## src/sha256_pkg.sv

```systemverilog
`timescale 1ns / 1ps
`default_nettype none
// ----------------------------------------------------------------------------
// sha256_pkg
// Shared types, round constants and the command/status bundles that join the
// SHA-256 controller and datapath.
// ----------------------------------------------------------------------------
package sha256_pkg;

   typedef logic [31:0] word_type;

   localparam int unsigned NumRounds = 64;
   localparam int unsigned NumWords  = 8;
   localparam int unsigned SchedLen  = 16;

   localparam logic [7:0] PadMark   = 8'h80;
   localparam logic [5:0] LenOffset = 6'd56;
   localparam logic [5:0] LastSlot  = 6'd63;

   localparam word_type RoundK [NumRounds] = '{
      32'h428a2f98, 32'h71374491, 32'hb5c0fbcf, 32'he9b5dba5,
      32'h3956c25b, 32'h59f111f1, 32'h923f82a4, 32'hab1c5ed5,
      32'hd807aa98, 32'h12835b01, 32'h243185be, 32'h550c7dc3,
      32'h72be5d74, 32'h80deb1fe, 32'h9bdc06a7, 32'hc19bf174,
      32'he49b69c1, 32'hefbe4786, 32'h0fc19dc6, 32'h240ca1cc,
      32'h2de92c6f, 32'h4a7484aa, 32'h5cb0a9dc, 32'h76f988da,
      32'h983e5152, 32'ha831c66d, 32'hb00327c8, 32'hbf597fc7,
      32'hc6e00bf3, 32'hd5a79147, 32'h06ca6351, 32'h14292967,
      32'h27b70a85, 32'h2e1b2138, 32'h4d2c6dfc, 32'h53380d13,
      32'h650a7354, 32'h766a0abb, 32'h81c2c92e, 32'h92722c85,
      32'ha2bfe8a1, 32'ha81a664b, 32'hc24b8b70, 32'hc76c51a3,
      32'hd192e819, 32'hd6990624, 32'hf40e3585, 32'h106aa070,
      32'h19a4c116, 32'h1e376c08, 32'h2748774c, 32'h34b0bcb5,
      32'h391c0cb3, 32'h4ed8aa4a, 32'h5b9cca4f, 32'h682e6ff3,
      32'h748f82ee, 32'h78a5636f, 32'h84c87814, 32'h8cc70208,
      32'h90befffa, 32'ha4506ceb, 32'hbef9a3f7, 32'hc67178f2
   };

   localparam word_type InitHash [NumWords] = '{
      32'h6a09e667, 32'hbb67ae85, 32'h3c6ef372, 32'ha54ff53a,
      32'h510e527f, 32'h9b05688c, 32'h1f83d9ab, 32'h5be0cd19
   };

   // Source of the byte shifted into the block window
   typedef enum logic [1:0] {
      BYTE_DATA = 2'd0,
      BYTE_MARK = 2'd1,
      BYTE_ZERO = 2'd2,
      BYTE_LEN  = 2'd3
   } byte_sel_type;

   typedef struct packed {
      logic         shift_en;
      byte_sel_type byte_sel;
      logic         init_work;
      logic         round_en;
      logic [5:0]   round_idx;
      logic         final_add;
      logic         load_out;
   } dp_cmd_type;

   typedef struct packed {
      logic [5:0] fill;
      logic       out_busy;
   } dp_status_type;

   function automatic word_type rotr(input word_type x, input int unsigned n);
      rotr = (x >> n) | (x << (32 - n));
   endfunction

   function automatic word_type big_sigma0(input word_type x);
      big_sigma0 = rotr(x, 2) ^ rotr(x, 13) ^ rotr(x, 22);
   endfunction

   function automatic word_type big_sigma1(input word_type x);
      big_sigma1 = rotr(x, 6) ^ rotr(x, 11) ^ rotr(x, 25);
   endfunction

   function automatic word_type small_sigma0(input word_type x);
      small_sigma0 = rotr(x, 7) ^ rotr(x, 18) ^ (x >> 3);
   endfunction

   function automatic word_type small_sigma1(input word_type x);
      small_sigma1 = rotr(x, 17) ^ rotr(x, 19) ^ (x >> 10);
   endfunction

endpackage
`default_nettype wire

```

## src/sha256_dp.sv

```systemverilog
`timescale 1ns / 1ps
`default_nettype none
// ----------------------------------------------------------------------------
// sha256_dp
// Block window / message schedule, working variables, chaining words, bit
// count and the digest output buffer.
// ----------------------------------------------------------------------------
module sha256_dp
   import sha256_pkg::*;
(
   input  wire logic          clock,
   input  wire logic          reset,
   input  wire dp_cmd_type    cmd,
   output dp_status_type      status,
   input  wire logic [7:0]    byte_value,
   output logic               rsp_tvalid,
   input  wire logic          rsp_tready,
   output logic [31:0]        rsp_tdata,
   output logic               rsp_tlast
);

   word_type   sched_ff [SchedLen];
   word_type   sched_in [SchedLen];
   word_type   wk_ff [NumWords];
   word_type   wk_in [NumWords];
   word_type   hash_ff [NumWords];
   word_type   hash_in [NumWords];
   word_type   out_ff [NumWords];
   word_type   out_in [NumWords];
   logic [63:0] bits_ff, bits_in;
   logic [5:0]  fill_ff, fill_in;
   logic [3:0]  out_cnt_ff, out_cnt_in;

   logic [7:0]  byte_in;
   logic [2:0]  len_idx;
   word_type    t1, t2, sched_new;
   logic        out_xfer;

   assign len_idx  = 3'd7 - fill_ff[2:0];
   assign out_xfer = rsp_tvalid && rsp_tready;

   always_comb begin
      case (cmd.byte_sel)
         BYTE_DATA: byte_in = byte_value;
         BYTE_MARK: byte_in = PadMark;
         BYTE_ZERO: byte_in = 8'h00;
         BYTE_LEN:  byte_in = bits_ff[{len_idx, 3'b000} +: 8];
         default:   byte_in = 8'h00;
      endcase
   end

   always_comb begin
      t1 = wk_ff[7] + big_sigma1(wk_ff[4])
         + ((wk_ff[4] & wk_ff[5]) ^ (~wk_ff[4] & wk_ff[6]))
         + RoundK[cmd.round_idx] + sched_ff[0];
      t2 = big_sigma0(wk_ff[0])
         + ((wk_ff[0] & wk_ff[1]) ^ (wk_ff[0] & wk_ff[2]) ^ (wk_ff[1] & wk_ff[2]));
      sched_new = small_sigma1(sched_ff[14]) + sched_ff[9]
                + small_sigma0(sched_ff[1]) + sched_ff[0];
   end

   always_comb begin
      sched_in   = sched_ff;
      wk_in      = wk_ff;
      hash_in    = hash_ff;
      out_in     = out_ff;
      bits_in    = bits_ff;
      fill_in    = fill_ff;
      out_cnt_in = out_cnt_ff;

      // byte window: shift left by one byte, new byte at the bottom
      if (cmd.shift_en) begin
         for (int i = 0; i < SchedLen - 1; i++) begin
            sched_in[i] = {sched_ff[i][23:0], sched_ff[i+1][31:24]};
         end
         sched_in[SchedLen-1] = {sched_ff[SchedLen-1][23:0], byte_in};
         fill_in = fill_ff + 6'd1;
         if (cmd.byte_sel == BYTE_DATA) begin
            bits_in = bits_ff + 64'd8;
         end
      end

      if (cmd.init_work) begin
         wk_in = hash_ff;
      end

      // one round: advance working variables and schedule window
      if (cmd.round_en) begin
         wk_in[7] = wk_ff[6];
         wk_in[6] = wk_ff[5];
         wk_in[5] = wk_ff[4];
         wk_in[4] = wk_ff[3] + t1;
         wk_in[3] = wk_ff[2];
         wk_in[2] = wk_ff[1];
         wk_in[1] = wk_ff[0];
         wk_in[0] = t1 + t2;
         for (int i = 0; i < SchedLen - 1; i++) begin
            sched_in[i] = sched_ff[i+1];
         end
         sched_in[SchedLen-1] = sched_new;
      end

      if (cmd.final_add) begin
         for (int i = 0; i < NumWords; i++) begin
            hash_in[i] = hash_ff[i] + wk_ff[i];
         end
      end

      // drain the digest one word per transfer
      if (out_xfer) begin
         for (int i = 0; i < NumWords - 1; i++) begin
            out_in[i] = out_ff[i+1];
         end
         out_cnt_in = out_cnt_ff - 4'd1;
      end

      if (cmd.load_out) begin
         out_in     = hash_ff;
         out_cnt_in = 4'(NumWords);
         hash_in    = InitHash;
         bits_in    = '0;
      end
   end

   always_ff @(posedge clock) begin
      if (reset) begin
         hash_ff    <= InitHash;
         bits_ff    <= '0;
         fill_ff    <= '0;
         out_cnt_ff <= '0;
      end else begin
         hash_ff    <= hash_in;
         bits_ff    <= bits_in;
         fill_ff    <= fill_in;
         out_cnt_ff <= out_cnt_in;
      end
   end

   always_ff @(posedge clock) begin
      sched_ff <= sched_in;
      wk_ff    <= wk_in;
      out_ff   <= out_in;
   end

   assign status.fill     = fill_ff;
   assign status.out_busy = (out_cnt_ff != 4'd0);

   assign rsp_tvalid = (out_cnt_ff != 4'd0);
   assign rsp_tdata  = out_ff[0];
   assign rsp_tlast  = (out_cnt_ff == 4'd1);

endmodule
`default_nettype wire

```

## src/sha256_ctrl.sv

```systemverilog
`timescale 1ns / 1ps
`default_nettype none
// ----------------------------------------------------------------------------
// sha256_ctrl
// Sequencer: byte intake, padding, round counting and digest hand-off.
// ----------------------------------------------------------------------------
module sha256_ctrl
   import sha256_pkg::*;
(
   input  wire logic          clock,
   input  wire logic          reset,
   input  wire logic          req_tvalid,
   output logic               req_tready,
   input  wire logic          byte_valid,
   input  wire logic          message_end,
   input  wire dp_status_type status,
   output dp_cmd_type         cmd
);

   typedef enum logic [7:0] {
      ST_IDLE     = 8'b0000_0001,
      ST_PAD_MARK = 8'b0000_0010,
      ST_PAD_ZERO = 8'b0000_0100,
      ST_PAD_LEN  = 8'b0000_1000,
      ST_START    = 8'b0001_0000,
      ST_COMP     = 8'b0010_0000,
      ST_FINISH   = 8'b0100_0000,
      ST_DIGEST   = 8'b1000_0000
   } state_type;

   state_type  state_ff, state_in;
   logic [5:0] round_ff, round_in;
   logic       end_ff, end_in;
   logic       pad_ff, pad_in;
   logic       last_ff, last_in;
   logic       req_xfer;

   assign req_tready = (state_ff == ST_IDLE);
   assign req_xfer   = req_tvalid && req_tready;

   always_comb begin
      state_in = state_ff;
      round_in = round_ff;
      end_in   = end_ff;
      pad_in   = pad_ff;
      last_in  = last_ff;
      cmd      = '0;
      cmd.byte_sel  = BYTE_DATA;
      cmd.round_idx = round_ff;

      case (state_ff)
         ST_IDLE: begin
            if (req_xfer) begin
               end_in = message_end;
               if (byte_valid) begin
                  cmd.shift_en = 1'b1;
               end
               if (byte_valid && status.fill == LastSlot) begin
                  state_in = ST_START;
               end else if (message_end) begin
                  state_in = ST_PAD_MARK;
               end
            end
         end
         ST_PAD_MARK: begin
            cmd.shift_en = 1'b1;
            cmd.byte_sel = BYTE_MARK;
            // mark placed: the close is now a padding run
            end_in = 1'b0;
            pad_in = 1'b1;
            state_in = (status.fill == LastSlot) ? ST_START : ST_PAD_ZERO;
         end
         ST_PAD_ZERO: begin
            if (status.fill == LenOffset) begin
               state_in = ST_PAD_LEN;
            end else begin
               cmd.shift_en = 1'b1;
               cmd.byte_sel = BYTE_ZERO;
               if (status.fill == LastSlot) begin
                  state_in = ST_START;
               end
            end
         end
         ST_PAD_LEN: begin
            cmd.shift_en = 1'b1;
            cmd.byte_sel = BYTE_LEN;
            if (status.fill == LastSlot) begin
               last_in  = 1'b1;
               state_in = ST_START;
            end
         end
         ST_START: begin
            cmd.init_work = 1'b1;
            round_in = '0;
            state_in = ST_COMP;
         end
         ST_COMP: begin
            cmd.round_en = 1'b1;
            round_in = round_ff + 6'd1;
            if (round_ff == LastSlot) begin
               state_in = ST_FINISH;
            end
         end
         ST_FINISH: begin
            cmd.final_add = 1'b1;
            if (last_ff) begin
               state_in = ST_DIGEST;
            end else if (pad_ff) begin
               state_in = ST_PAD_ZERO;
            end else if (end_ff) begin
               // close rode on the byte that filled the block
               state_in = ST_PAD_MARK;
            end else begin
               state_in = ST_IDLE;
            end
         end
         ST_DIGEST: begin
            if (!status.out_busy) begin
               cmd.load_out = 1'b1;
               end_in   = 1'b0;
               pad_in   = 1'b0;
               last_in  = 1'b0;
               state_in = ST_IDLE;
            end
         end
         default: begin
            state_in = ST_IDLE;
         end
      endcase
   end

   always_ff @(posedge clock) begin
      if (reset) begin
         state_ff <= ST_IDLE;
         round_ff <= '0;
         end_ff   <= 1'b0;
         pad_ff   <= 1'b0;
         last_ff  <= 1'b0;
      end else begin
         state_ff <= state_in;
         round_ff <= round_in;
         end_ff   <= end_in;
         pad_ff   <= pad_in;
         last_ff  <= last_in;
      end
   end

   a_full_block_starts: assert property (@(posedge clock) disable iff (reset)
      (req_xfer && byte_valid && status.fill == LastSlot) |=> state_ff == ST_START)
      else $error("full block did not start compression");

   a_rounds_end: assert property (@(posedge clock) disable iff (reset)
      (state_ff == ST_COMP && round_ff == LastSlot) |=> state_ff == ST_FINISH)
      else $error("compression did not finish after last round");

   a_load_when_free: assert property (@(posedge clock) disable iff (reset)
      cmd.load_out |-> !status.out_busy)
      else $error("digest loaded over undrained output");

   a_len_slot: assert property (@(posedge clock) disable iff (reset)
      (state_ff == ST_PAD_LEN) |-> status.fill >= LenOffset)
      else $error("length bytes outside the length field");

endmodule
`default_nettype wire

```

## src/sha256_message_digest.sv

```systemverilog
`timescale 1ns / 1ps
`default_nettype none
// ----------------------------------------------------------------------------
// sha256_message_digest
// SHA-256 hashing engine: byte stream in, 256-bit digest out as eight words.
// ----------------------------------------------------------------------------
// Message bytes arrive one per transfer on the req_ channel and are shifted
// into a 64-byte block window. The 64th byte of a block starts compression,
// which occupies the engine (one load of the working variables, 64 rounds at
// one round per clock, one chaining add) before the next transfer is taken. A
// transfer with tlast high closes the message after taking its byte (if tuser
// marks one): the sequencer then shifts in the 0x80 mark, zeros and the 64-bit
// big-endian bit count at one byte per cycle and compresses one block, or two
// when fewer than nine bytes were free. The padding is longest when the mark
// lands in byte 56 and the length spills into a second block. The digest is
// copied into an eight-word output buffer, the chaining words reload the
// initial values, and a new message may stream in while the buffer drains on
// rsp_ (word 0 first, tlast on the eighth word). The load of a second digest
// waits until the previous digest has fully drained. A transfer with tuser low
// and tlast low is taken and changes nothing.
// ----------------------------------------------------------------------------
module sha256_message_digest
   import sha256_pkg::*;
(
   input  wire logic        clock,
   input  wire logic        reset,
   input  wire logic        req_tvalid,
   output logic             req_tready,
   input  wire logic [7:0]  req_tdata,   // [7:0] byte_value
   input  wire logic        req_tuser,   // [0] byte_valid
   input  wire logic        req_tlast,   // message_end
   output logic             rsp_tvalid,
   input  wire logic        rsp_tready,
   output logic [31:0]      rsp_tdata,   // [31:0] digest_word
   output logic             rsp_tlast    // word_last
);

   dp_cmd_type    cmd;
   dp_status_type status;

   // Sequence intake, padding and rounds
   sha256_ctrl u_ctrl (
      .clock       (clock),
      .reset       (reset),
      .req_tvalid  (req_tvalid),
      .req_tready  (req_tready),
      .byte_valid  (req_tuser),
      .message_end (req_tlast),
      .status      (status),
      .cmd         (cmd)
   );

   // Hold the block window, working state, chaining words and digest buffer
   sha256_dp u_dp (
      .clock      (clock),
      .reset      (reset),
      .cmd        (cmd),
      .status     (status),
      .byte_value (req_tdata),
      .rsp_tvalid (rsp_tvalid),
      .rsp_tready (rsp_tready),
      .rsp_tdata  (rsp_tdata),
      .rsp_tlast  (rsp_tlast)
   );

endmodule
`default_nettype wire

```

## config.mk

```make
export PLATFORM = sky130hd
export DESIGN_NAME = sha256_message_digest
export DESIGN_NICKNAME = d
export VERILOG_FILES = /design/src/sha256_pkg.sv /design/src/sha256_dp.sv /design/src/sha256_ctrl.sv /design/src/sha256_message_digest.sv
export SDC_FILE = /design/constraint.sdc
export NUM_CORES = 2
export LEC_CHECK = 0
export ABC_AREA = 1
export BUFFER_PORTS_ARGS = -buffer_cell sky130_fd_sc_hd__buf_2
export CAP_MARGIN = 10
export CORE_MARGIN = 2
export CORE_UTILIZATION = 35
export DETAILED_ROUTE_END_ITERATION = 12
export GPL_TIMING_DRIVEN = 0
export SLEW_MARGIN = 20
export SYNTH_ARGS = -nofsm -noshare
export SYNTH_HDL_FRONTEND = slang
export SYNTH_SLANG_ARGS = --single-unit
```

## constraint.sdc

```tcl
create_clock -name clock -period 13.2 [get_ports clock]
set_clock_uncertainty 0.1 [all_clocks]
set_input_delay 0.66 -clock clock [delete_from_list [all_inputs] [get_ports clock]]
set_output_delay 0.66 -clock clock [all_outputs]
set_load 0.005 [all_outputs]
```

==> impl_metrics.json <==
{
  "track_usage": 0.304,
  "routed_wl_um": 403000,
  "synth-main-ff-cell": "edfxtp_1",
  "core_um2": 254000,
  "power.density_nw_per_um2": 139,
  "post-route-period-util": 0.829,
  "r2r.worst_path.cells": 33,
  "grt_pass1_vias": 77100,
  "die_area_um2": 259000,
  "synth-edff-count": 1024,
  "max_stage_delay_ps": 950,
  "io_pins": 49,
  "fmax_mhz": 91.4,
  "first_iter_violations": 11400,
  "worst_pin_slew_ps": 1280,
  "cp_top_family": "adder cells",
  "worst-path-buf-inv": 5,
  "place_inst": 14700,
  "routed-via-count": 82500,
  "hpwl_um": 319000,
  "seqCellArea_um2": 37600,
  "drive_gt1_frac": 0.0537,
  "vdd_drop_max_mv": 0.135,
  "worst_path_most_repeated_cell": "fa_1",
  "reg2reg_slack_ps": 2260,
  "finalSetupViolCount": 0,
  "period_needed_ps": 10940,
  "leakage_nw": 44.4,
  "post_cts_buffers": 0,
  "cts_hold_buf": 0,
  "wire_per_inst_um": 26.9,
  "synth_cells": 11200,
  "cts_tree": "built",
  "crit_arrival_ps": 11410,
  "h-tree-depth": 4,
  "start_util": 0.352,
  "postSynthAreaPerCell_um2": 7.94,
  "slowest_stage": "xor2_1",
  "drt-vias-per-instance": 5.50,
  "fillCellCount": 26300,
  "cts_buffers": 158,
  "synth_warnings": 0,
  "nets": 12100,
  "cp_max_fo": 9,
  "dr.pass1.iters": 9,
  "hold_path_class": "input port to flop",
  "whs_ps": 69.4,
  "status": "complete, no violations",
  "drc": 0,
  "synth_cell_types": 64,
  "cap_violations": 0,
  "power_mw": 13.9,
  "dieWidth_um": 509,
  "whs_path_depth": 3,
  "cp_data_required_time_ps": 13670,
  "io_buffers": 47,
  "setup_tns_ps": 0,
  "rsz0062_at_grt": "no",
  "gp_congestion": 1.03,
  "grt_antenna_before_repair": 23,
  "startpoint_type": "flop",
  "clk_pin_slew_ps": 60,
  "area_delta_synth_final_pct": 11.8,
  "multi_input_area_um2": 44500,
  "postRouteAntennaNets": 0,
  "rows": 185,
  "slew_headroom": 0.146,
  "path_class": "flop to flop",
  "slew_viol_final": 0,
  "synth-seq-cells": 1368,
  "cp.depth": 33,
  "clockBufferDepth": 3,
  "syn_nets": 11900,
  "hold_violations": 0,
  "netlist_area_um2": 89300,
  "cts_root_buf": "clkbuf_16",
  "end_kind": "flop",
  "grt-ovfl-total": 0,
  "synthArstFlopShare": 0,
  "seq_area_frac_synth": 0.422,
  "cts_sinks": 1368,
  "grt_pass1_wl_um": 564000,
  "clock_latency_ps": 860,
  "grt_max_degree": 95,
  "die_y_um": 509,
  "cts_resized": 0,
  "final_cells": 15000
}
power breakdown:
part	internal [mW]	switching [mW]	total (mW)
Clock	2.57	1.99	4.56
Sequential	5.17	0.248	5.42
Combinational	1.24	2.70	3.94
Total	8.98	4.94	13.9
worst register-to-register path: cells and delay by family (launching register included):
family / cells / cell delay, ps
compound gates: 12 / 3230
xor+xnor: 1 / 950
fa+ha+maj: 8 / 3610
buf+inv: 5 / 1040
flops: 1 / 510
simple gates: 7 / 1220
kinds of logic after synthesis:
group / Yosys count / share of synthesized area
AO/OA/AOI/OAI: 2399 / 0.147
AND/OR/NAND/NOR: 4645 / 0.210
flip-flops: 1368 / 0.422
buffers and inverters: 1818 / 0.0804
adder cells (fa/ha/maj): 598 / 0.100
XOR/XNOR: 418 / 0.0410
metal layers:
metal,part of all wire,track usage,vias up
li1,-,-,37800
met3,0.11,0.0728,882
met1,0.41,0.412,39200
met4,0.060,0.159,20
met2,0.42,0.447,4633
met5,0.00032,0,-
state kept, by name (all words and copies together) (netlist names):
| name | cells |
|---|---|
| u_dp.sched_ff | 512 |
| u_dp.hash_ff | 256 |
| u_dp.wk_ff | 256 |
| u_dp.out_ff | 224 |
| u_dp.bits_ff | 61 |
| u_dp.rsp_tdata | 32 |
| u_ctrl.state_ff | 8 |
| u_ctrl.round_ff | 6 |
| u_dp.fill_ff | 6 |
| u_dp.out_cnt_ff | 4 |
| u_ctrl.end_ff | 1 |
| u_ctrl.last_ff | 1 |
| u_ctrl.pad_ff | 1 |
cells in the final DEF, fill, tap and decap left out, types with 158 or more instances in the layout:
cell type / Yosys / final
nand2_1: 3345 / 3343
inv_1: 1304 / 1303
edfxtp_1: 1024 / 1024
o21ai_0: 1019 / 1016
a21oi_1: 900 / 900
nor2_1: 584 / 584
ha_1: 399 / 399
nand3_1: 383 / 383
dfxtp_1: 344 / 344
clkbuf_1: 276 / 291
xor2_1: 240 / 237
buf_2: 156 / 205
fa_1: 195 / 195
xnor2_1: 178 / 175
clkbuf_16: 0 / 158
synthesized netlist by cell type (195+ instances only):
master,n,area share
nand2_1,3345,0.14
inv_1,1304,0.055
edfxtp_1,1024,0.34
fa_1,195,0.044
nor2_1,584,0.025
ha_1,399,0.056
a21oi_1,900,0.050
xor2_1,240,0.024
nand3_1,383,0.021
dfxtp_1,344,0.077
clkbuf_1,276,0.012
o21ai_0,1019,0.057
area by class of cell:
type,count,share of cell area
Antenna cell,10,0.000251
Sequential cell,1368,0.377
Timing Repair Buffer,75,0.00914
Clock inverter,93,0.0107
Inverter,1319,0.0497
Tap cell,3366,0.0422
Clock buffer,202,0.0420
Buffer,499,0.0226
Multi-Input combinational cell,8060,0.446
final timing paths:
kind | startpoint | to
max | u_ctrl.round_ff[1]$_SDFFE_PP0P_ | u_dp.wk_ff[244]$_DFFE_PP_
min | req_tlast | u_ctrl.end_ff$_SDFFE_PP0P_
max reg2reg | u_ctrl.round_ff[1]$_SDFFE_PP0P_ | u_dp.wk_ff[244]$_DFFE_PP_
min reg2reg | u_dp.hash_ff[7]$_SDFFE_PP0N_ | u_dp.out_ff[7]$_DFFE_PP_
metrics by stage:
step / worst slack (ps) / instance area (um2) / utilization
after floorplan: 4990 / 89300 / -
after CTS: 2710 / 99800 / 0.393
after global placement: 299 / 93700 / 0.369
after global routing: 2220 / 99800 / 0.393
after detailed placement: 2740 / 94500 / 0.372
final: 2260 / 99800 / 0.393
(Power assumes the default switching activity.)
